## config.mk

```make
export PLATFORM = sky130hd
export DESIGN_NAME = smt_div
export DESIGN_NICKNAME = d
export VERILOG_FILES = /design/src/rtl/smt_pkg.sv /design/src/rtl/smt_div.sv
export SDC_FILE = /design/constraint.sdc
export NUM_CORES = 2
export LEC_CHECK = 0
export BUFFER_PORTS_ARGS = -buffer_cell sky130_fd_sc_hd__buf_2
export CAP_MARGIN = 10
export CORE_ASPECT_RATIO = 0.9
export CORE_MARGIN = 8
export CORE_UTILIZATION = 40
export DETAILED_ROUTE_END_ITERATION = 10
export PLACE_DENSITY = 0.56
export REMOVE_ABC_BUFFERS = 1
export SYNTH_ARGS = -nofsm -noshare
export SYNTH_HDL_FRONTEND = slang
export SYNTH_SLANG_ARGS = --single-unit
```

## constraint.sdc

```tcl
create_clock -name clk -period 3.7 [get_ports clk]
set_input_delay 0.37 -clock clk [delete_from_list [all_inputs] [get_ports clk]]
set_output_delay 0.37 -clock clk [all_outputs]
set_load 0.1 [all_outputs]
```

## src/rtl/smt_pkg.sv

```systemverilog
package smt_pkg;

  // field widths
  localparam int PIX_W     = 16;
  localparam int FOC_W     = 16;
  localparam int BASE_W    = 20;
  localparam int DEPTH_W   = 24;
  localparam int DIST_W    = 9;
  localparam int CFG_W     = 24;
  localparam int CFG_IDX_W = 3;

  // internal widths
  localparam int OFF_W  = PIX_W + 1;          // signed pixel offset
  localparam int NUM_W  = BASE_W + FOC_W;     // baseline * focal_x
  localparam int PROD_W = PIX_W + DEPTH_W;    // |offset| * depth
  localparam int QUO_W  = DEPTH_W;            // quotient bits kept by the dividers

  // saturation limits, Q8.16
  localparam logic [DEPTH_W-1:0] POS_SAT = 24'h7F_FFFF;
  localparam logic [DEPTH_W-1:0] NEG_SAT = 24'h80_0000;
  localparam logic [DEPTH_W-1:0] SAT_LIM = 24'h80_0000;

  // register reset values
  localparam logic [FOC_W-1:0]   RST_FOCAL_X   = 16'd8000;
  localparam logic [FOC_W-1:0]   RST_FOCAL_Y   = 16'd8000;
  localparam logic [PIX_W-1:0]   RST_CENTER_X  = 16'd5120;
  localparam logic [PIX_W-1:0]   RST_CENTER_Y  = 16'd3840;
  localparam logic [BASE_W-1:0]  RST_BASELINE  = 20'd32768;
  localparam logic [DIST_W-1:0]  RST_THRESHOLD = 9'd50;
  localparam logic [DEPTH_W-1:0] RST_MAX_DEPTH = 24'd2293760;

  typedef enum logic [CFG_IDX_W-1:0] {
    REG_FOCAL_X   = 3'd0,
    REG_FOCAL_Y   = 3'd1,
    REG_CENTER_X  = 3'd2,
    REG_CENTER_Y  = 3'd3,
    REG_BASELINE  = 3'd4,
    REG_THRESHOLD = 3'd5,
    REG_MAX_DEPTH = 3'd6
  } cfg_reg_t;

  // first stage result, ahead of the depth divider
  typedef struct packed {
    logic                    keep;
    logic [NUM_W-1:0]        num;
    logic [PIX_W-1:0]        disp;
    logic signed [OFF_W-1:0] off_x;
    logic signed [OFF_W-1:0] off_y;
  } front_t;

endpackage

```

## src/rtl/smt_div.sv

```systemverilog
module smt_div #(
  parameter int DW = 36,
  parameter int SW = 1
) (
  input  logic                        clk,
  input  logic                        rst_n,
  input  logic                        en,
  input  logic                        in_v,
  input  logic [DW-1:0]               dividend,
  input  logic [smt_pkg::FOC_W-1:0]   divisor,
  input  logic [SW-1:0]               side_i,
  output logic                        out_v,
  output logic [smt_pkg::QUO_W-1:0]   quo,
  output logic                        ovf,
  output logic [SW-1:0]               side_o
);

  localparam int QW = smt_pkg::QUO_W;
  localparam int RW = smt_pkg::FOC_W;
  localparam int TW = DW - QW;
  localparam int CW = (TW > RW) ? TW : RW;

  logic          v_r    [0:QW];
  logic          ovf_r  [0:QW];
  logic [RW-1:0] rem_r  [0:QW];
  logic [QW-1:0] lo_r   [0:QW];
  logic [RW-1:0] dvs_r  [0:QW];
  logic [SW-1:0] side_r [0:QW];

  // entry: quotient of 2^QW or more flags overflow; otherwise top bits are the start remainder
  always_ff @(posedge clk) begin
    if (!rst_n) begin
      v_r[0] <= 1'b0;
    end else if (en) begin
      v_r[0] <= in_v;
    end
  end

  always_ff @(posedge clk) begin
    if (en) begin
      ovf_r[0]  <= CW'(dividend[DW-1:QW]) >= CW'(divisor);
      rem_r[0]  <= RW'(dividend[DW-1:QW]);
      lo_r[0]   <= dividend[QW-1:0];
      dvs_r[0]  <= divisor;
      side_r[0] <= side_i;
    end
  end

  // one restoring step per stage; quotient bits shift into lo as dividend bits leave
  for (genvar k = 1; k <= QW; k++) begin : g_step
    logic [RW:0] trial;
    logic [RW:0] diff;
    logic        ge;

    assign trial = {rem_r[k-1], lo_r[k-1][QW-1]};
    assign diff  = trial - {1'b0, dvs_r[k-1]};
    assign ge    = trial >= {1'b0, dvs_r[k-1]};

    always_ff @(posedge clk) begin
      if (!rst_n) begin
        v_r[k] <= 1'b0;
      end else if (en) begin
        v_r[k] <= v_r[k-1];
      end
    end

    always_ff @(posedge clk) begin
      if (en) begin
        rem_r[k]  <= ge ? diff[RW-1:0] : trial[RW-1:0];
        lo_r[k]   <= {lo_r[k-1][QW-2:0], ge};
        ovf_r[k]  <= ovf_r[k-1];
        dvs_r[k]  <= dvs_r[k-1];
        side_r[k] <= side_r[k-1];
      end
    end
  end

  assign out_v  = v_r[QW];
  assign quo    = lo_r[QW];
  assign ovf    = ovf_r[QW];
  assign side_o = side_r[QW];

endmodule

```

# Yosys cells after proc, flatten, opt, wreduce, memory -nomap -nowiden
# Memories as Yosys holds them, arrays and structs flattened.
# Cells that the tools add are included.
# W data, S select, Z words.
[totals] output_inout_bits=27 mem_count=6 rom_bits=0 wordCells=134 ff_bits=0 ramBits=1475 latchBits=0
[memory_table] name="lo_r" words=25 width=24 rd=25 rd_ports_with_merged_regs=0 wr=25 line_no="smt_div.sv:26" rtl="logic [QW-1:0] lo_r [0:QW];"
[memory_table] name="dvs_r" words=25 width=16 rd=24 rd_ports_with_merged_regs=0 wr=25 line_no="smt_div.sv:27" rtl="logic [RW-1:0] dvs_r [0:QW];"
[memory_table] name="rem_r" words=25 width=16 rd=24 rd_ports_with_merged_regs=0 wr=25 line_no="smt_div.sv:25" rtl="logic [RW-1:0] rem_r [0:QW];"
[memory_table] name="ovf_r" words=25 width=1 rd=25 rd_ports_with_merged_regs=0 wr=25 line_no="smt_div.sv:24" rtl="logic ovf_r [0:QW];"
[memory_table] name="side_r" words=25 width=1 rd=25 rd_ports_with_merged_regs=0 wr=25 line_no="smt_div.sv:28" rtl="logic [SW-1:0] side_r [0:QW];"
[memory_table] name="v_r" words=25 width=1 rd=25 rd_ports_with_merged_regs=0 wr=25 line_no="smt_div.sv:23" rtl="logic v_r [0:QW];"
[op_classes] eq_ne=0 shifts=0 n_lt_le_gt_ge=25 n_reduce_logical=0 n_mul=0 add_sub_neg=24 div_mod_pow=0 bitwise_logic=25 mux=54
[ops] cell="$ge A17 B16 Y1" count=24
[ops] cell="$mux W16" count=24
[ops] cell="$sub A16 B16 Y16" count=24
[ops] cell="$mux W1" count=30
[ops] cell="$or A1 B1 Y1" count=25
[ops] cell="$ge A12 B16 Y1" count=1

# Depth between registers and ports, before layout
[depth] word_depth=4 ltp_mapped=12 ltp_nobuf=11

# Worst setup path after synthesis
# OpenSTA, ideal clock, no wires.
[synth_path] path_kind="reg2reg" from="mem dvs_r[2][1] (netlist name)" to="mem rem_r[2][26] (netlist name), data pin" setup_time_ps=260 stages_incl_launch_ff=12 slack_ps=583 arrival_ps=2857 required_ps=3440 period_less_slack_ps=3117 cell_sequence="edfxtp_1 > inv_1 > ha_1 > nor2b_1 > o31a_1 > o31a_1 > o21ai_2 > a211oi_1 > o31a_1 > nor4_4 > buf_6 > mux2_2"
[synth_lines] element="start, declared" line_no="smt_div.sv:27"
[synth_lines] element="end, declared" line_no="smt_div.sv:25"

==> impl_metrics.env <==
export IMPL_drc=0
export IMPL_rows=141
export IMPL_ant_nets=0
export IMPL_wire_per_inst_um=16.74
export IMPL_worst_path_max_fanout=14
export IMPL_io_buffers=83
export IMPL_routabilityCongestion=0.8626
export IMPL_crit_chain="inv_1 -> ha_1 -> nor2b_1 -> o21ai_0 -> a21oi_1 -> o41a_1 -> o41ai_1 -> nand2_1 -> o32ai_2 -> buf_4 -> mux2_2"
export IMPL_hold_violations=0
export IMPL_grt_pass1_wl_um=197000
export IMPL_dpl_hpwl_um=86710
export IMPL_fmax_ghz=0.2884
export IMPL_htree_num_levels=4
export IMPL_avgSynthCellArea_um2=14.15
export IMPL_endpoint_kind="flop"
export IMPL_syn_cell_area_um2=66300
export IMPL_clock_power_share_pct=25.6
export IMPL_gr_total_overflow=0
export IMPL_peakVddDrop_uv=381.8
export IMPL_yosysWarnings=0
export IMPL_clkTransAtPathRegs_ns=0.06
export IMPL_synthArstFlopShare_pct=0
export IMPL_startpoint_type="flop"
export IMPL_synth_cells=4685
export IMPL_pin_count=84
export IMPL_drt_pass1_iterations=8
export IMPL_ys_ff_latch=1439
export IMPL_via_count=36480
export IMPL_area_growth_pct=14.10
export IMPL_dr_first_iter_drc_count=2279
export IMPL_root_buffer="clkbuf_16"
export IMPL_cpMaxStageDelayCell="o41a_1"
export IMPL_arrival_ns=3.95
export IMPL_ys_flop_type="edfxtp_1"
export IMPL_die_h_um=402.2
export IMPL_setup_tns_final_ns=0
export IMPL_dieArea_um2=179000
export IMPL_p_sw_mw=18.98
export IMPL_rrSetupSlack_ns=0.23
export IMPL_setup_violations=0
export IMPL_skew_ns=0.05575
export IMPL_die_x_um=445.1
export IMPL_antenna_found_initial=2
export IMPL_slew_violations=0
export IMPL_numCtsBuffers=158
export IMPL_clock_latency_ns=0.78
export IMPL_initial_utilization_pct=40.32
export IMPL_hold_slack_ns=0.08524
export IMPL_core_um2=164400
export IMPL_post_route_util_pct=46.01
export IMPL_track_usage_pct=13.48
export IMPL_power_total_mw=60.11
export IMPL_slowest_delay_ns=0.50
export IMPL_p_leak_nw=29.17
export IMPL_hold_path_class="in -> reg"
export IMPL_layout_min_cycle_time_ns=3.468
export IMPL_drive_gt1_share_pct=13.73
export IMPL_grt_pass1_vias=35960
export IMPL_cts_resized=0
export IMPL_relSlewSlack_pct=31.26
export IMPL_rsz0062_at_grt="false"
export IMPL_nNetsFinal=5471
export IMPL_cellPowerDensity_nw_per_um2=794.6
export IMPL_crit_type="reg -> reg"
export IMPL_power_frac_comb_pct=34.6
export IMPL_swShare_pct=31.57
export IMPL_postCtsSetupBuffers=0
export IMPL_yosysUniqueCellTypes=86
export IMPL_status="finished clean"
export IMPL_p_int_mw=41.13
export IMPL_worst_pin_slew_ns=1.031
export IMPL_totalWireLength_um=122900
export IMPL_cts_sinks=1439
export IMPL_viasPerCell=4.968
export IMPL_power_frac_seq_pct=39.8
export IMPL_cts_tree="built"
export IMPL_clock_path_buffers=3
export IMPL_grt_start_max_net_pins=98
export IMPL_yosysSeqAreaShare_pct=65.16
export IMPL_crit_required_ns=4.19
export IMPL_cap_violations=0
export IMPL_timing_final_crit_share_pct=93.72
export IMPL_synth_enable_flop_cells=1438
-- routing by layer --
layer	routed length [µm]	GRT usage [%]
met1	62780	20.30
met2	51940	19.79
met3	5466	2.702
met4	2761	3.736
met5	0	0
-- power by group through the flow --
stage | Clock (mW) | Sequential, mW | Combinational, mW
detailed placement | 0 | 24.3 | 20.6
floorplan | 0 | 23.5 | 16.0
finish | 15.4 | 24.0 | 20.8
CTS | 16.0 | 24.0 | 20.8
global route | 16.6 | 24.3 | 23.2
global placement | 0 | 24.4 | 20.3
-- cell usage in the layout, fill, tap and decap left out, drive strengths merged, types with 26 or more instances in the layout --
| master | synthesis | routed |
|---|---|---|
| buf | 44 | 166 |
| edfxtp | 1438 | 1438 |
| ha | 393 | 393 |
| xor2 | 66 | 66 |
| nand4 | 57 | 57 |
| o21ai | 171 | 171 |
| a21o | 72 | 72 |
| nand2 | 156 | 156 |
| xnor2 | 188 | 188 |
| mux2i | 50 | 50 |
| dlygate4sd3 | 0 | 54 |
| nor2b | 70 | 70 |
| clkinv | 0 | 63 |
| mux2 | 259 | 259 |
| nor3 | 71 | 71 |
| o31ai | 26 | 26 |
| clkbuf | 23 | 191 |
| or3 | 27 | 27 |
| a21oi | 241 | 241 |
| a31oi | 26 | 26 |
| and3 | 40 | 40 |
| nand3 | 69 | 69 |
| nor2 | 280 | 280 |
| nand2b | 35 | 35 |
| inv | 502 | 514 |
| o21a | 74 | 74 |
-- worst paths after layout --
kind,startpoint,cells after the start,end
hold reg to reg,lo_r[0][46],0,lo_r[0][71]
setup reg to reg,dvs_r[1][17],11,rem_r[1][35]
hold / removal,rst_n,2,v_r[1][0]
setup / recovery,dvs_r[1][17],11,rem_r[1][35]
-- cells in the mapped netlist (19+ instances only) --
library cell  instances  area share, %
nor4_1               24           0.23
a21oi_1             236            1.8
mux2i_1              50           0.75
mux2_2              247            4.2
fa_1                 23           0.69
a31oi_1              26           0.25
o21a_1               74           0.84
o21ai_0             163            1.2
and3_1               40           0.38
or3_1                27           0.25
inv_1               502            2.8
o41ai_1              19           0.25
clkbuf_1             23           0.13
edfxtp_1           1438             65
a21o_1               72           0.82
nor3_1               71           0.54
nand2_1             156           0.88
nor2b_1              70           0.66
nand2b_1             35           0.33
nor2_1              280            1.6
o31ai_1              25           0.28
o31a_1               24           0.32
buf_4                27           0.31
ha_1                393            7.4
xor2_1               66           0.87
nand4_1              57           0.54
nand3_1              69           0.52
xnor2_1             188            2.5
-- through the flow --
step | area (µm²) | setup WS (ns) | std cells
5_1_grt | 75650 | 0.004179 | 7343
3_3_place_gp | 70000 | 0.3789 | 7000
6_report | 75650 | 0.2324 | 7343
4_1_cts | 75640 | 0.2784 | 7342
3_5_place_dp | 70000 | 0.3379 | 7000
2_1_floorplan | 65900 | -0.6674 | 4618
-- flip-flops by register name, summed over array words and instances, names as in the netlist --
| name | cells |
|---|---|
| rem_r | 380 |
| dvs_r | 384 |
| v_r | 25 |
| side_r | 25 |
| lo_r | 600 |
| ovf_r | 25 |
-- cells by family (layout without fill, tap and decap cells) --
family / Yosys count / in the layout / share of synthesized area [%]
simple gates: 879 / 879 / 6.488
other cells: 0 / 1 / 0
mux: 309 / 309 / 5.194
buf+inv: 569 / 1010 / 3.444
xor+xnor: 254 / 254 / 3.356
flops: 1439 / 1439 / 65.16
fa+ha+maj: 416 / 416 / 8.111
compound gates: 819 / 819 / 8.244
-- critical path, delay by kind of cell (launching register included) --
family                   cells  cell delay, ns
adder cells (fa/ha/maj)      1            0.24
AO/OA/AOI/OAI                5            1.47
AND/OR/NAND/NOR              2            0.29
flip-flops                   1            0.45
buffers and inverters        2            0.40
multiplexers                 1            0.36
-- final cells by class --
type	count	area [µm²]
clock inverter	97	1025
sequential	1439	43200
tap	2216	2773
antenna	1	2.502
fill	14510	88780
clock buffer	191	4078
inverter	502	1884
timing repair buffer	220	1832
multi-input combinational	2677	20850
-- timing repair --
item | CTS | global route
hold endpoints to repair | 55 | 0
endpoints found under the setup margin | 0 | 0
hold buffers | 54 | 0
Note: power is estimated with default switching activity, not from simulation.
