--- src/rtl/smt_pkg.sv ---
package smt_pkg;

  // field widths
  localparam int PIX_W     = 16;
  localparam int FOC_W     = 16;
  localparam int BASE_W    = 20;
  localparam int DEPTH_W   = 24;
  localparam int DIST_W    = 9;
  localparam int CFG_W     = 24;
  localparam int CFG_IDX_W = 3;

  // internal widths
  localparam int OFF_W  = PIX_W + 1;          // signed pixel offset
  localparam int NUM_W  = BASE_W + FOC_W;     // baseline * focal_x
  localparam int PROD_W = PIX_W + DEPTH_W;    // |offset| * depth
  localparam int QUO_W  = DEPTH_W;            // quotient bits kept by the dividers

  // saturation limits, Q8.16
  localparam logic [DEPTH_W-1:0] POS_SAT = 24'h7F_FFFF;
  localparam logic [DEPTH_W-1:0] NEG_SAT = 24'h80_0000;
  localparam logic [DEPTH_W-1:0] SAT_LIM = 24'h80_0000;

  // register reset values
  localparam logic [FOC_W-1:0]   RST_FOCAL_X   = 16'd8000;
  localparam logic [FOC_W-1:0]   RST_FOCAL_Y   = 16'd8000;
  localparam logic [PIX_W-1:0]   RST_CENTER_X  = 16'd5120;
  localparam logic [PIX_W-1:0]   RST_CENTER_Y  = 16'd3840;
  localparam logic [BASE_W-1:0]  RST_BASELINE  = 20'd32768;
  localparam logic [DIST_W-1:0]  RST_THRESHOLD = 9'd50;
  localparam logic [DEPTH_W-1:0] RST_MAX_DEPTH = 24'd2293760;

  typedef enum logic [CFG_IDX_W-1:0] {
    REG_FOCAL_X   = 3'd0,
    REG_FOCAL_Y   = 3'd1,
    REG_CENTER_X  = 3'd2,
    REG_CENTER_Y  = 3'd3,
    REG_BASELINE  = 3'd4,
    REG_THRESHOLD = 3'd5,
    REG_MAX_DEPTH = 3'd6
  } cfg_reg_t;

  // first stage result, ahead of the depth divider
  typedef struct packed {
    logic                    keep;
    logic [NUM_W-1:0]        num;
    logic [PIX_W-1:0]        disp;
    logic signed [OFF_W-1:0] off_x;
    logic signed [OFF_W-1:0] off_y;
  } front_t;

endpackage

--- src/rtl/smt_front.sv ---
module smt_front #(
  parameter int INDEX_BITS = 12
) (
  input  logic                          clk,
  input  logic                          rst_n,
  input  logic                          en,
  input  logic                          in_valid,
  output logic                          in_stall,
  input  logic [smt_pkg::DIST_W-1:0]    in_match_distance,
  input  logic [INDEX_BITS-1:0]         in_left_index,
  input  logic [INDEX_BITS-1:0]         in_right_index,
  input  logic [smt_pkg::PIX_W-1:0]     in_left_x,
  input  logic [smt_pkg::PIX_W-1:0]     in_left_y,
  input  logic [smt_pkg::PIX_W-1:0]     in_right_x,
  input  logic [smt_pkg::FOC_W-1:0]     focal_x,
  input  logic [smt_pkg::PIX_W-1:0]     center_x,
  input  logic [smt_pkg::PIX_W-1:0]     center_y,
  input  logic [smt_pkg::BASE_W-1:0]    baseline,
  input  logic [smt_pkg::DIST_W-1:0]    threshold,
  output logic                          s1_valid,
  output smt_pkg::front_t               s1,
  output logic [smt_pkg::DIST_W-1:0]    s1_dist,
  output logic [INDEX_BITS-1:0]         s1_lidx,
  output logic [INDEX_BITS-1:0]         s1_ridx
);

  logic                       skid_v_r;
  logic [smt_pkg::DIST_W-1:0] skid_dist_r;
  logic [INDEX_BITS-1:0]      skid_lidx_r;
  logic [INDEX_BITS-1:0]      skid_ridx_r;
  logic [smt_pkg::PIX_W-1:0]  skid_lx_r;
  logic [smt_pkg::PIX_W-1:0]  skid_ly_r;
  logic [smt_pkg::PIX_W-1:0]  skid_rx_r;

  logic                       in_acc;
  logic                       sel_v;
  logic [smt_pkg::DIST_W-1:0] sel_dist;
  logic [INDEX_BITS-1:0]      sel_lidx;
  logic [INDEX_BITS-1:0]      sel_ridx;
  logic [smt_pkg::PIX_W-1:0]  sel_lx;
  logic [smt_pkg::PIX_W-1:0]  sel_ly;
  logic [smt_pkg::PIX_W-1:0]  sel_rx;
  smt_pkg::front_t            s1_nxt;

  logic                       s1_valid_r;
  smt_pkg::front_t            s1_r;
  logic [smt_pkg::DIST_W-1:0] s1_dist_r;
  logic [INDEX_BITS-1:0]      s1_lidx_r;
  logic [INDEX_BITS-1:0]      s1_ridx_r;

  assign in_stall = skid_v_r;
  assign in_acc   = in_valid && !skid_v_r;

  // skid entry has priority; input is stalled while it is full
  always_comb begin
    sel_v    = skid_v_r ? 1'b1 : in_acc;
    sel_dist = skid_v_r ? skid_dist_r : in_match_distance;
    sel_lidx = skid_v_r ? skid_lidx_r : in_left_index;
    sel_ridx = skid_v_r ? skid_ridx_r : in_right_index;
    sel_lx   = skid_v_r ? skid_lx_r   : in_left_x;
    sel_ly   = skid_v_r ? skid_ly_r   : in_left_y;
    sel_rx   = skid_v_r ? skid_rx_r   : in_right_x;
  end

  always_comb begin
    s1_nxt.keep  = (sel_dist < threshold) && (sel_lx > sel_rx);
    s1_nxt.num   = smt_pkg::NUM_W'(baseline) * smt_pkg::NUM_W'(focal_x);
    s1_nxt.disp  = sel_lx - sel_rx;
    s1_nxt.off_x = $signed({1'b0, sel_lx}) - $signed({1'b0, center_x});
    s1_nxt.off_y = $signed({1'b0, sel_ly}) - $signed({1'b0, center_y});
  end

  always_ff @(posedge clk) begin
    if (!rst_n) begin
      skid_v_r <= 1'b0;
    end else if (en) begin
      skid_v_r <= 1'b0;
    end else if (in_acc) begin
      skid_v_r <= 1'b1;
    end
  end

  always_ff @(posedge clk) begin
    if (!en && in_acc) begin
      skid_dist_r <= in_match_distance;
      skid_lidx_r <= in_left_index;
      skid_ridx_r <= in_right_index;
      skid_lx_r   <= in_left_x;
      skid_ly_r   <= in_left_y;
      skid_rx_r   <= in_right_x;
    end
  end

  always_ff @(posedge clk) begin
    if (!rst_n) begin
      s1_valid_r <= 1'b0;
    end else if (en) begin
      s1_valid_r <= sel_v;
    end
  end

  always_ff @(posedge clk) begin
    if (en) begin
      s1_r      <= s1_nxt;
      s1_dist_r <= sel_dist;
      s1_lidx_r <= sel_lidx;
      s1_ridx_r <= sel_ridx;
    end
  end

  assign s1_valid = s1_valid_r;
  assign s1       = s1_r;
  assign s1_dist  = s1_dist_r;
  assign s1_lidx  = s1_lidx_r;
  assign s1_ridx  = s1_ridx_r;

endmodule

--- config.mk ---
export PLATFORM = sky130hd
export DESIGN_NAME = smt_front
export DESIGN_NICKNAME = d
export VERILOG_FILES = /design/src/rtl/smt_pkg.sv /design/src/rtl/smt_front.sv
export SDC_FILE = /design/constraint.sdc
export NUM_CORES = 1
export LEC_CHECK = 0
export BUFFER_PORTS_ARGS = -buffer_cell sky130_fd_sc_hd__buf_2
export CORE_MARGIN = 2
export CORE_UTILIZATION = 31
export CTS_CLUSTER_DIAMETER = 40
export DETAILED_ROUTE_END_ITERATION = 10
export PLACE_DENSITY = 0.56
export SLEW_MARGIN = 0
export SYNTH_ARGS = -nofsm -noshare
export SYNTH_HDL_FRONTEND = slang
export SYNTH_SLANG_ARGS = --single-unit
export TNS_END_PERCENT = 5
--- constraint.sdc ---
create_clock -name clk -period 9.3 [get_ports clk]
set_input_delay 0.93 -clock clk [delete_from_list [all_inputs] [get_ports clk]]
set_output_delay 0.93 -clock clk [all_outputs]
set_load 0.05 [all_outputs]
After elaboration in Yosys (flattened, before gate mapping) --
Cells that the tools add are included.
Operators by class: $add $sub $neg 3, $mul 1, divide/modulo/power cells 0, $lt $le $gt $ge 2, eq/ne operators 0, shifts and indexed selects 0, mux-type cells 7, bitwise operators 1, reduce and logical (&&, ||, !) cells 6
Operators with widths (number):
- $mux 16 | 3
- $mul 20x16->36 | 1
- $sub 16x16->17 | 2
- $mux 12 | 2
- $gt 16x16->1 | 1
- $sub 16x16->16 | 1
- $lt 9x9->1 | 1
- $mux 9 | 1
- $logic_and 1x1->1 | 3
- $logic_not 1->1 | 2
- $reduce_or 2->1 | 1
- $mux 1 | 1
- $not 1->1 | 1
Storage, ports and cells: bits in registers 203, bits in latches 0, bits in writable memories 0, memory bits (read-only) 0, input bits 162, output and inout port bits 122, word-level logic and storage cells 36, memories 0

Depth between registers and ports, before layout --
depth in word-level cells 3, depth in mapped cells 22

Least setup slack after synthesis --
Ideal clock, no wire load.
path type register to register, start point register skid_v_r (netlist: in_stall), end point register skid_dist_r[0] in the netlist's numbering, enable pin, library setup time 0.638 ns, data arrival time 6.976 ns, slack 1.686 ns, stages on the path, launching flop included 4, path buffers 2, period minus slack after synthesis 7.614 ns, cell sequence dfxtp_1 > clkbuf_1 > buf_1 > nor3b_1
Between the ends: cells in the longest elaborated chain, start to end 3
Ends and longest elaborated chain:
- start, declared | line smt_front.sv:27 | logic skid_v_r;
- start signal, assigned | line smt_front.sv:75 | skid_v_r <= 1'b0;
- start signal, assigned | line smt_front.sv:77 | skid_v_r <= 1'b0;
- start signal, assigned | line smt_front.sv:79 | skid_v_r <= 1'b1;
- $logic_not 1->1 | line smt_front.sv:52 | assign in_acc = in_valid && !skid_v_r;
- $logic_and 1x1->1 | line smt_front.sv:52
- $logic_and 1x1->1 | line smt_front.sv:84 | if (!en && in_acc) begin
- end signal, assigned | line smt_front.sv:85 | skid_dist_r <= in_match_distance;
- end, declared | line smt_front.sv:28 | logic [smt_pkg::DIST_W-1:0] skid_dist_r;
No other way between the ends. A chain may end at the register's enable or synchronous reset.

==> run metrics <==
Area Growth Syn to Fin=17.1%; FF+latch count, synth=203; total clock sinks=203; synth unique cells=65; # hold bufs at CTS=0; Nets=around 2.7k; Setup crit start=focal_x[1]; asr flop ratio synth=0%; prevailing post-synth register cell=edfxtp_1; I/O pin cnt=284; Setup-failing EPs final=0; hpwl dp=around 42000 um; post-CTS sizing=0; drt initial violations=between 800 and 900; Max Transition Viols Final=0; total clock buffers created by CTS=36; Overall Global Routing Usage=15.9%; Max Root-Sink Buffers=3; worst setup path endpoint=s1[83]$_DFFE_PP_; status=finished clean; Ant. Diodes=0; via density per instance=4.74; worst skew pair latency=530 ps; vias in the first global route=about 15k; Core ar.=64300 um^2; vias post-DR=roughly 14k; Port Buf Inserts=283; Rel. slew slack=36.2%; Post-CTS Setup Repair Bufs=0; num rows=93; Synth Net Count=between 2k and 2.5k; reg2reg start=in_stall$_SDFFE_PP0P_; fin crit share=68.6%; worst reg2reg endpoint=s1[14]$_DFFE_PP_; Placer Congestion=0.870; Die Y=259 um; Die ar.=66900 um^2; Placed Cells=between 2k and 3k; Die W=approximately 260 um; PwrDens=394 nW/um^2; filler cell count=6458; YS warnings=0; non-filler cells, final=3029; CP Max Fanout=20; total gr overflow=0; Worst setup EP type=register; DRT antenna net count=0; largest net degree at the start of global routing=72; RSZ-0062 raised after global routing=no; Cells after Synth=1898; Crit-path slowest cell=fa_1; max_cap viols=0; layout cells sized above 1=19.5%; Reg clk slew, reported paths=60 ps; Wirelength per Cell=roughly 18 um; Arrival @ worst endpoint=roughly 6600 ps; first-pass GRT wire length=83700 um; leak pwr=10.8 nW; antenna violations before repair=1; crit-path cells=buf_2, nand2_1, fa_1, fa_1, fa_1, inv_1, fa_1, fa_1, inv_1, fa_1, inv_1, ha_1, a21oi_1, o21ai_0, a21oi_1, nand3_1, o311ai_0, a31oi_1, xor2_1; CP required=9550 ps; critical path launch point type=primary input; initial core utilization=31.3%; Worst Skew=roughly 30 ps; register area share after synthesis=between 30% and 40%; Post-Route WL=53800 um; root buf cell=clkbuf_16; FF/Latch Area=6080 um^2; DRT Pass-1 Iters=5; Mean Syn Cell Area=10.6 um^2; worst reg2reg path depth=10; R2R Setup Slk=roughly 5200 ps; area of the multi-input gates=12500 um^2; CP max stage delay=around 560 ps; Max IR drop VDD=0.333 mV; Final Hold Viols=0; CTS tree=built; Post-synth EDFFs=201; H-tree Lvls=2; Tmin final=6380 ps; Slew @ Worst Pin=956 ps; post-route setup TNS=0 ps; CP most frequent cell=fa_1; Hold Crit Class=reg -> reg; WS Path Type=in -> reg; DRC viols=0; Fmax=between 150 and 200 MHz; Syn Std Cell Area=20100 um^2
==> per-stage QoR <==
| stage | power (mW) | hold slack, ps | util (%) | worst slack, ps | cell area, um^2 |
|---|---|---|---|---|---|
| detailed placement | 7.97 | 534 | 34.7 | 2420 | 22400 |
| floorplan | 6.43 | 523 | - | 1690 | 20100 |
| finish | 9.28 | 535 | 36.6 | 2920 | 23600 |
| global placement | 7.92 | 526 | 34.7 | 2500 | 22400 |
| global route | 10.2 | 560 | 36.6 | 2540 | 23600 |
| CTS | 9.35 | 541 | 36.6 | 3000 | 23600 |
==> cell usage after synthesis, drive strengths merged, types with 31 or more instances <==
library cell / number / share of area [%]
a21o: 31 / 1.2
a21oi: 57 / 1.5
and2: 145 / 4.5
clkbuf: 65 / 1.2
edfxtp: 201 / 30
fa: 253 / 25
ha: 164 / 10
inv: 345 / 6.4
mux2: 62 / 3.5
nand2: 216 / 4.0
nor2: 48 / 0.90
o21ai: 41 / 1.1
xnor2: 43 / 1.9
==> worst max-delay path: cells and delay by family <==
kind	cells	cell delay, ps
AND/OR/NAND/NOR	2	300
AO/OA/AOI/OAI	5	1270
XOR/XNOR	1	170
adder cells (fa/ha/maj)	7	3410
buffers and inverters	4	540
==> how the worst min path moves through the flow <==
stage / start / endpoint / slack [ps] / cells past startpoint
final: skid_lidx_r[2]$_DFFE_PP_ / s1_lidx[2]$_DFFE_PP_ / 530 / 1
after detailed placement: skid_lidx_r[8]$_DFFE_PP_ / s1_lidx[8]$_DFFE_PP_ / 530 / 1
after CTS: skid_lidx_r[2]$_DFFE_PP_ / s1_lidx[2]$_DFFE_PP_ / 540 / 1
after global routing: skid_ridx_r[2]$_DFFE_PP_ / s1_ridx[2]$_DFFE_PP_ / 560 / 1
after floorplan: skid_lidx_r[11]$_DFFE_PP_ / s1_lidx[11]$_DFFE_PP_ / 520 / 1
after global placement: skid_lidx_r[6]$_DFFE_PP_ / s1_lidx[6]$_DFFE_PP_ / 530 / 1
==> per-layer routing <==
layer / GRT usage [%] / up-vias / routed length [um]
met5: 0 / - / 0
met4: 4.51 / 0 / 1290
met3: 3.03 / 88 / 3440
met2: 27.0 / 508 / 25700
met1: 20.7 / 7102 / 23400
li1: - / 6668 / -
==> flip-flops by register name, indices dropped and copies added, names as in the netlist <==
name         cells
s1              87
skid_ridx_r     12
skid_ly_r       16
s1_lidx         12
s1_dist          9
s1_valid         1
skid_lidx_r     12
s1_ridx         12
skid_rx_r       16
skid_dist_r      9
skid_lx_r       16
in_stall         1
==> cells in the final DEF, fill, tap and decap left out, drive strengths merged, types with 41 or more instances in the layout <==
cell type / synthesis / routed
o21ai: 41 / 41
nor2: 48 / 48
mux2: 62 / 62
fa: 253 / 253
a21oi: 57 / 57
buf: 11 / 287
edfxtp: 201 / 201
inv: 345 / 350
and2: 145 / 145
nand2: 216 / 216
clkbuf: 65 / 42
ha: 164 / 164
xnor2: 43 / 43
==> logic make-up (layout without fill, tap and decap cells) <==
logic type / after synthesis / count (layout) / share of synthesized area (%)
buffers and inverters: 421 / 697 / 7.90
AO/OA/AOI/OAI: 208 / 208 / 7.08
adder cells (fa/ha/maj): 417 / 417 / 35.4
multiplexers: 83 / 83 / 4.52
XOR/XNOR: 60 / 60 / 2.61
flip-flops: 203 / 203 / 30.2
AND/OR/NAND/NOR: 506 / 506 / 12.3
==> power breakdown <==
| group | internal (mW) | switching, mW |
|---|---|---|
| combinational | 2.42 | 4.06 |
| clock | 0.841 | 0.472 |
| sequential | 1.45 | 0.0470 |
| total | 4.71 | 4.58 |
==> final cells by class <==
type                       instances  area share [%]
multi-input combinational       1274            52.9
sequential                       203            25.8
timing repair buffer             287            6.16
inverter                         345            5.50
tap                              855            4.54
clock buffer                      42            4.14
clock inverter                    23            1.00
Note: power is estimated with default switching activity, not from simulation.
