<file path="src/rtl/smt_pkg.sv">
package smt_pkg;

  // field widths
  localparam int PIX_W     = 16;
  localparam int FOC_W     = 16;
  localparam int BASE_W    = 20;
  localparam int DEPTH_W   = 24;
  localparam int DIST_W    = 9;
  localparam int CFG_W     = 24;
  localparam int CFG_IDX_W = 3;

  // internal widths
  localparam int OFF_W  = PIX_W + 1;          // signed pixel offset
  localparam int NUM_W  = BASE_W + FOC_W;     // baseline * focal_x
  localparam int PROD_W = PIX_W + DEPTH_W;    // |offset| * depth
  localparam int QUO_W  = DEPTH_W;            // quotient bits kept by the dividers

  // saturation limits, Q8.16
  localparam logic [DEPTH_W-1:0] POS_SAT = 24'h7F_FFFF;
  localparam logic [DEPTH_W-1:0] NEG_SAT = 24'h80_0000;
  localparam logic [DEPTH_W-1:0] SAT_LIM = 24'h80_0000;

  // register reset values
  localparam logic [FOC_W-1:0]   RST_FOCAL_X   = 16'd8000;
  localparam logic [FOC_W-1:0]   RST_FOCAL_Y   = 16'd8000;
  localparam logic [PIX_W-1:0]   RST_CENTER_X  = 16'd5120;
  localparam logic [PIX_W-1:0]   RST_CENTER_Y  = 16'd3840;
  localparam logic [BASE_W-1:0]  RST_BASELINE  = 20'd32768;
  localparam logic [DIST_W-1:0]  RST_THRESHOLD = 9'd50;
  localparam logic [DEPTH_W-1:0] RST_MAX_DEPTH = 24'd2293760;

  typedef enum logic [CFG_IDX_W-1:0] {
    REG_FOCAL_X   = 3'd0,
    REG_FOCAL_Y   = 3'd1,
    REG_CENTER_X  = 3'd2,
    REG_CENTER_Y  = 3'd3,
    REG_BASELINE  = 3'd4,
    REG_THRESHOLD = 3'd5,
    REG_MAX_DEPTH = 3'd6
  } cfg_reg_t;

  // first stage result, ahead of the depth divider
  typedef struct packed {
    logic                    keep;
    logic [NUM_W-1:0]        num;
    logic [PIX_W-1:0]        disp;
    logic signed [OFF_W-1:0] off_x;
    logic signed [OFF_W-1:0] off_y;
  } front_t;

endpackage

</file>
<file path="src/rtl/smt_proj.sv">
module smt_proj #(
  parameter int PW = 33
) (
  input  logic                              clk,
  input  logic                              rst_n,
  input  logic                              en,
  input  logic                              in_v,
  input  logic                              keep,
  input  logic signed [smt_pkg::OFF_W-1:0]  off_x,
  input  logic signed [smt_pkg::OFF_W-1:0]  off_y,
  input  logic [smt_pkg::QUO_W-1:0]         z,
  input  logic                              z_ovf,
  input  logic [PW-1:0]                     pass_i,
  input  logic [smt_pkg::DEPTH_W-1:0]       max_depth,
  output logic                              p_valid,
  output logic                              p_ok,
  output logic [smt_pkg::DEPTH_W-1:0]       p_z,
  output logic [smt_pkg::PROD_W-1:0]        mag_x,
  output logic                              neg_x,
  output logic [smt_pkg::PROD_W-1:0]        mag_y,
  output logic                              neg_y,
  output logic [PW-1:0]                     pass_o
);

  logic [smt_pkg::OFF_W-1:0]   abs_x;
  logic [smt_pkg::OFF_W-1:0]   abs_y;
  logic                        ok_nxt;

  logic                        p_valid_r;
  logic                        p_ok_r;
  logic [smt_pkg::DEPTH_W-1:0] p_z_r;
  logic [smt_pkg::PROD_W-1:0]  mag_x_r;
  logic                        neg_x_r;
  logic [smt_pkg::PROD_W-1:0]  mag_y_r;
  logic                        neg_y_r;
  logic [PW-1:0]               pass_r;

  assign abs_x  = off_x[smt_pkg::OFF_W-1] ? smt_pkg::OFF_W'(-off_x) : off_x;
  assign abs_y  = off_y[smt_pkg::OFF_W-1] ? smt_pkg::OFF_W'(-off_y) : off_y;
  // front checks must pass; depth must be positive, not overflowed and below the limit
  assign ok_nxt = keep && !z_ovf && (z != '0) && (z < max_depth);

  always_ff @(posedge clk) begin
    if (!rst_n) begin
      p_valid_r <= 1'b0;
    end else if (en) begin
      p_valid_r <= in_v;
    end
  end

  always_ff @(posedge clk) begin
    if (en) begin
      p_ok_r  <= ok_nxt;
      p_z_r   <= z;
      mag_x_r <= abs_x[smt_pkg::PIX_W-1:0] * z;
      mag_y_r <= abs_y[smt_pkg::PIX_W-1:0] * z;
      neg_x_r <= off_x[smt_pkg::OFF_W-1];
      neg_y_r <= off_y[smt_pkg::OFF_W-1];
      pass_r  <= pass_i;
    end
  end

  assign p_valid = p_valid_r;
  assign p_ok    = p_ok_r;
  assign p_z     = p_z_r;
  assign mag_x   = mag_x_r;
  assign neg_x   = neg_x_r;
  assign mag_y   = mag_y_r;
  assign neg_y   = neg_y_r;
  assign pass_o  = pass_r;

endmodule

</file>
<file path="config.mk">
export PLATFORM = sky130hd
export DESIGN_NAME = smt_proj
export DESIGN_NICKNAME = d
export VERILOG_FILES = /design/src/rtl/smt_pkg.sv /design/src/rtl/smt_proj.sv
export SDC_FILE = /design/constraint.sdc
export NUM_CORES = 2
export LEC_CHECK = 0
export BUFFER_PORTS_ARGS = -buffer_cell sky130_fd_sc_hd__clkbuf_2
export CAP_MARGIN = 20
export CORE_MARGIN = 8
export CORE_UTILIZATION = 68
export CTS_CLUSTER_SIZE = 30
export DETAILED_ROUTE_END_ITERATION = 12
export HOLD_SLACK_MARGIN = 0.08
export PLACE_DENSITY = 0.89
export SYNTH_ARGS = -nofsm -noshare
export SYNTH_HDL_FRONTEND = slang
export SYNTH_SLANG_ARGS = --single-unit
</file>
<file path="constraint.sdc">
create_clock -name clk -period 17.1 [get_ports clk]
set_input_delay 3.42 -clock clk [delete_from_list [all_inputs] [get_ports clk]]
set_output_delay 3.42 -clock clk [all_outputs]
set_load 0.01 [all_outputs]
</file>
======== Word-level counts from Yosys, hierarchy flattened ========
Cells that the tools add are included.
storage, ports and cells
  register bits ........................... 141
  bits of input ports ..................... 121
operators by class
  $add $sub $neg .......................... 2
  $lt $le $gt $ge ......................... 1
  muxes and demuxes ....................... 2
  multiply operators ...................... 2
  reductions and logical operators ........ 5
operator list
  kind                                            count
  16-bit by 24-bit multiplier with 40-bit output  2
  16-bit 2-to-1 mux                               2
  16-bit negator                                  2
  24-bit less-than comparator                     1
  24-bit nonzero test                             1
  1-bit logical AND                               3
  1-bit logical NOT                               1

======== Longest topological paths before layout ========
  depth in word-level cells ............... 4
  gate-level depth with buffers ........... 30

======== Least setup slack after synthesis ========
Ideal clock, no wire load.
  path kind ............................... in2reg
  start point ............................. input off_x[5] (netlist name)
  end point ............................... register mag_x_r, in the netlist mag_x[39], data pin
  setup slack ............................. 6,604 ps
  cell stages on the path ................. 24
  data arrival time ....................... 10,234 ps
  data required time ...................... 16,838 ps
  path through ............................ or4_1 or3_1 o31ai_1 xnor2_1 clkbuf_1 nand2_1 fa_1 inv_1 fa_1 fa_1 fa_1 fa_1 inv_1 fa_1 inv_1 ha_1 a21oi_1 nor2b_1 o21ai_0 or4b_1 or3_1 a2111oi_2 nor3_1 xnor2_1
between the ends
  cells in the longest elaborated chain, start to end .. 3
RTL lines
  item                                              RTL line        text
  from (decl)                                       smt_proj.sv:9   input logic signed [smt_pkg::OFF_W-1:0] off_x,
  16-bit negator                                    smt_proj.sv:38  assign abs_x = off_x[smt_pkg::OFF_W-1] ? smt_pkg::OFF_W'(-off_x) : off_x;
  16-bit 2-to-1 mux *                               smt_proj.sv:38
  16-bit by 24-bit multiplier with 40-bit output *  smt_proj.sv:55  mag_x_r <= abs_x[smt_pkg::PIX_W-1:0] * z;
  to (signal assigned)                              smt_proj.sv:55
  to (decl)                                         smt_proj.sv:32  logic [smt_pkg::PROD_W-1:0] mag_x_r;
Mark *: on every way between the ends. The rest lies on a longest branch, timed or not.
A chain may end at the register's enable or synchronous reset.

======== Worst setup path in the final report ========
  start point ............................. input off_x[0] (netlist name)
  end point ............................... register mag_x_r, in the netlist mag_x[37], data pin
The elaborated chain is that of the path after synthesis.

==> flow_summary.html <==
<table>
<tr><th>Metric</th><th>Value</th></tr>
<tr><th colspan="2">Status</th></tr>
<tr><td>Status</td><td>finished clean</td></tr>
<tr><th colspan="2">Worst setup path</th></tr>
<tr><td>Arrival time of the worst setup path</td><td>~11000 ps</td></tr>
<tr><td>Required @ worst endpoint</td><td>between 15000 and 20000 ps</td></tr>
<tr><td>Top fanout value on the critical path</td><td>26</td></tr>
<tr><td>Nature of the critical path endpoint</td><td>register</td></tr>
<tr><td>Critical path origin</td><td>off_x[0]</td></tr>
<tr><td>Max stage delay on crit path</td><td>about 600 ps</td></tr>
<tr><td>Worst-case reg-to-reg path depth</td><td>2</td></tr>
<tr><td>End of the worst register-to-register path</td><td>p_valid$_SDFFE_PN0P_</td></tr>
<tr><td>Worst-path cell with the longest stage delay</td><td>fa_1</td></tr>
<tr><td>Critical register-to-register path startpoint</td><td>p_valid$_SDFFE_PN0P_</td></tr>
<tr><td>Crit start category</td><td>input port</td></tr>
<tr><td>Worst setup path category</td><td>input port to register</td></tr>
<tr><td>Cell with the most instances on the worst path</td><td>fa_1</td></tr>
<tr><td>Reg-to-reg slack, setup</td><td>between 15000 and 20000 ps</td></tr>
<tr><th colspan="2">Synthesis</th></tr>
<tr><td>Synthesized area per cell</td><td>between 9 and 10 sq um</td></tr>
<tr><td>Unique masters post-synth</td><td>59</td></tr>
<tr><td>Gate Count Post-Synth</td><td>between 3000 and 4000</td></tr>
<tr><td>Seq/Total Area, Yosys</td><td>approximately 14%</td></tr>
<tr><td>Synthesis Warnings</td><td>0</td></tr>
<tr><td>Synth top area share</td><td>around two fifths</td></tr>
<tr><td>Number of register bits inferred by synthesis</td><td>between 100 and 150</td></tr>
<tr><td>Number of flops mapped to enable cells by yosys</td><td>140</td></tr>
<tr><td>Primary FF master, synth</td><td>edfxtp_1</td></tr>
<tr><td>Net count after synthesis</td><td>around 4300</td></tr>
<tr><td>Post-synth ARST share</td><td>0%</td></tr>
<tr><td>Cell types occupying the most area after synthesis</td><td>fa_1, edfxtp_1, ha_1</td></tr>
<tr><td>Post-synth top area cell</td><td>fa_1</td></tr>
<tr><td>Synthesized area</td><td>just over 30000 sq um</td></tr>
<tr><th colspan="2">Timing</th></tr>
<tr><td>Worst slew pin tran</td><td>875.0 ps</td></tr>
<tr><td>Final critical delay including setup and external delays</td><td>~11000 ps</td></tr>
<tr><td>Max-Slew Margin vs Limit</td><td>between 40% and 50%</td></tr>
<tr><td>Setup repair after global routing missed its margin</td><td>false</td></tr>
<tr><td>Final worst-path cycle share</td><td>between 60% and 70%</td></tr>
<tr><td>Largest clock skew in the final design</td><td>0 ps</td></tr>
<tr><td>Pins over their slew limit</td><td>0</td></tr>
<tr><td>Maximum operating frequency</td><td>just over 0.09 GHz</td></tr>
<tr><td>Final number of hold-violating endpoints</td><td>0</td></tr>
<tr><td>Post-Route Setup TNS</td><td>0 ps</td></tr>
<tr><td>Setup-violating endpoint count in the final report</td><td>0</td></tr>
<tr><th colspan="2">Hold path</th></tr>
<tr><td>Instance count along the most critical hold path</td><td>2</td></tr>
<tr><td>Hold worst-path end</td><td>p_valid$_SDFFE_PN0P_</td></tr>
<tr><td>Worst hold path type</td><td>register to register</td></tr>
<tr><td>Min-Delay Startpoint</td><td>p_valid$_SDFFE_PN0P_</td></tr>
<tr><th colspan="2">Detailed routing</th></tr>
<tr><td>Total via count in the routed design</td><td>between 20000 and 25000</td></tr>
<tr><td>Final routed DRC violation total</td><td>0</td></tr>
<tr><td>Total Routed Length</td><td>76760 um</td></tr>
<tr><td>Ratio of routed vias to standard cells</td><td>5.831</td></tr>
<tr><td>Detail Route Antenna Nets</td><td>0</td></tr>
<tr><td>First-pass iteration count of the detailed router</td><td>6</td></tr>
<tr><td>1st-iter DRT viols</td><td>between 1500 and 2000</td></tr>
<tr><td>Routed length per placed instance</td><td>between 15 and 20 um</td></tr>
<tr><th colspan="2">Global routing</th></tr>
<tr><td>Pin count of the biggest net entering global routing</td><td>73</td></tr>
<tr><td>Residual overflow from global routing</td><td>0</td></tr>
<tr><td>First-pass GRT wire length</td><td>between 100000 and 150000 um</td></tr>
<tr><td>Initial antenna violation count</td><td>1</td></tr>
<tr><td>Via count of the first global-routing pass</td><td>between 20000 and 30000</td></tr>
<tr><td>Total global-route track usage</td><td>31.13%</td></tr>
<tr><th colspan="2">Layout</th></tr>
<tr><td>Share of final-layout standard cells stronger than drive strength 1</td><td>approximately a tenth</td></tr>
<tr><td>Count of nets after finishing</td><td>4428</td></tr>
<tr><td>Signed area change from the synthesized netlist to the final layout</td><td>8.343%</td></tr>
<tr><th colspan="2">CTS</th></tr>
<tr><td>Count of buffers added by post-CTS timing repair for setup</td><td>0</td></tr>
<tr><td>Hold buffer count at CTS</td><td>0</td></tr>
<tr><td>Number of buffers created by CTS</td><td>17</td></tr>
<tr><td>Clock Root Buffer</td><td>clkbuf_16</td></tr>
<tr><td>Clock latency of the later-clocked register in the worst-skew pair</td><td>about 500 ps</td></tr>
<tr><td>CTS sink cnt</td><td>141</td></tr>
<tr><td>Post-cts repair resize count</td><td>0</td></tr>
<tr><td>Clock input transition at the sequential cells of the worst setup and hold paths</td><td>70 ps</td></tr>
<tr><td>Max clock buf depth</td><td>2</td></tr>
<tr><td>H-tree depth reported by CTS</td><td>4</td></tr>
<tr><td>TritonCTS clock tree</td><td>yes</td></tr>
<tr><th colspan="2">Die</th></tr>
<tr><td>CORE AREA</td><td>between 40000 and 50000 sq um</td></tr>
<tr><td># rows</td><td>77</td></tr>
<tr><td>Die height</td><td>between 200 and 250 um</td></tr>
<tr><td>Die area</td><td>between 50000 and 60000 sq um</td></tr>
<tr><td>Starting Density</td><td>approximately 69%</td></tr>
<tr><td>I/O pin count</td><td>~260</td></tr>
<tr><td>Floorplan die width</td><td>227.3 um</td></tr>
<tr><th colspan="2">Job</th></tr>
<tr><td>Number of max-capacitance violations reported</td><td>0</td></tr>
<tr><th colspan="2">Place</th></tr>
<tr><td>Number of buffers inserted by port buffering</td><td>between 200 and 300</td></tr>
<tr><td>Placer congestion estimate</td><td>around 0.92</td></tr>
<tr><td>Estimated wirelength of the detail-placed design</td><td>around 59000 um</td></tr>
</table>
logic make-up after synthesis:
logic type                 after synthesis  synth area share [%]
AOI/OAI and AO/OA                      283                 5.985
xor gates and xnor gates               102                 2.943
adders and majority gates              861                 50.63
buffers and inverters                  930                 11.53
DFF                                    141                 13.92
muxes                                    1               0.03298
and+or+nand+nor                        954                 14.97
worst max-delay path: cells and delay by family:
family | cells | cell delay [ps]
XOR/XNOR | 1 | 160
buffers and inverters | 5 | 820
adder cells (fa/ha/maj) | 7 | 3410
AO/OA/AOI/OAI | 6 | 1600
AND/OR/NAND/NOR | 6 | 1750
state kept, by name, summed over array words and instances (netlist names):
register  flops
p_ok          1
p_valid       1
neg_x         1
neg_y         1
mag_x        40
pass_o       33
mag_y        40
p_z          24
cell usage in the layout (no fill, tap or decap), drive strengths merged, types with 2 or more instances in the layout:
cell / netlist / final
a2111oi: 4 / 4
a211oi: 9 / 9
a21boi: 4 / 4
a21o: 51 / 51
a21oi: 79 / 79
a221o: 2 / 2
a221oi: 6 / 6
a31oi: 16 / 16
and2: 278 / 278
and3: 19 / 19
and4: 2 / 2
buf: 6 / 51
clkbuf: 150 / 278
clkinv: 0 / 6
edfxtp: 140 / 140
fa: 612 / 612
ha: 249 / 249
inv: 774 / 780
nand2: 542 / 542
nand2b: 9 / 9
nand3: 12 / 12
nand4: 14 / 14
nor2: 26 / 26
nor2b: 11 / 11
nor3: 14 / 14
nor4: 7 / 7
o211ai: 4 / 4
o21a: 3 / 3
o21ai: 63 / 63
o21bai: 13 / 13
o31a: 4 / 4
o31ai: 9 / 9
o41ai: 5 / 5
or3: 11 / 11
or4: 5 / 5
xnor2: 78 / 78
xor2: 24 / 24
cell type report:
type                    instances  area [sq um]
flip-flops and latches        141          4224
diodes                          1         2.502
clock buffers                  18         429.2
inverters                     774          2905
fillers                      2956         11240
repair buffers                311          1714
multi-input cells            2201         22720
clock inverters                14         152.6
well taps                     592         740.7
Yosys cell counts (all sizes together) (19+ instances only):
library cell / n
inv: 774
fa: 612
and2: 278
a21oi: 79
o21ai: 63
xnor2: 78
clkbuf: 150
xor2: 24
nand2: 542
a21o: 51
nor2: 26
and3: 19
ha: 249
edfxtp: 140
layer usage:
layer	global-route usage, %	share of wire (%)
met5	0	0.014
met4	17.22	5.0
met3	7.175	10
met2	53.17	50
met1	36.14	35
how the worst max path moves through the flow:
| stage | end | slack, ps |
|---|---|---|
| 2_1_floorplan | mag_x[39]$_DFFE_PP_ | 6600 |
| 3_3_place_gp | mag_x[37]$_DFFE_PP_ | 5860 |
| 3_5_place_dp | mag_x[37]$_DFFE_PP_ | 5670 |
| 4_1_cts | mag_x[37]$_DFFE_PP_ | 6210 |
| 5_1_grt | mag_x[37]$_DFFE_PP_ | 5640 |
| 6_report | mag_x[37]$_DFFE_PP_ | 6140 |
metrics by stage:
stage / utilization, % / instance area (sq um) / std cells / setup WS, ps / hold slack (ps)
4_1_cts: 74.42 / 32840 / 4048 / 6207 / 555.5
3_3_place_gp: 73.08 / 32240 / 4015 / 5861 / 512.4
5_1_grt: 74.52 / 32880 / 4051 / 5641 / 579.0
3_5_place_dp: 73.10 / 32260 / 4016 / 5666 / 545.4
6_report: 74.53 / 32890 / 4052 / 6145 / 551.3
2_1_floorplan: - / 30350 / 3272 / 6604 / 538.3
Power is not shown: default switching activity piles up to over one toggle a cycle in this logic, so the estimate is an artifact.
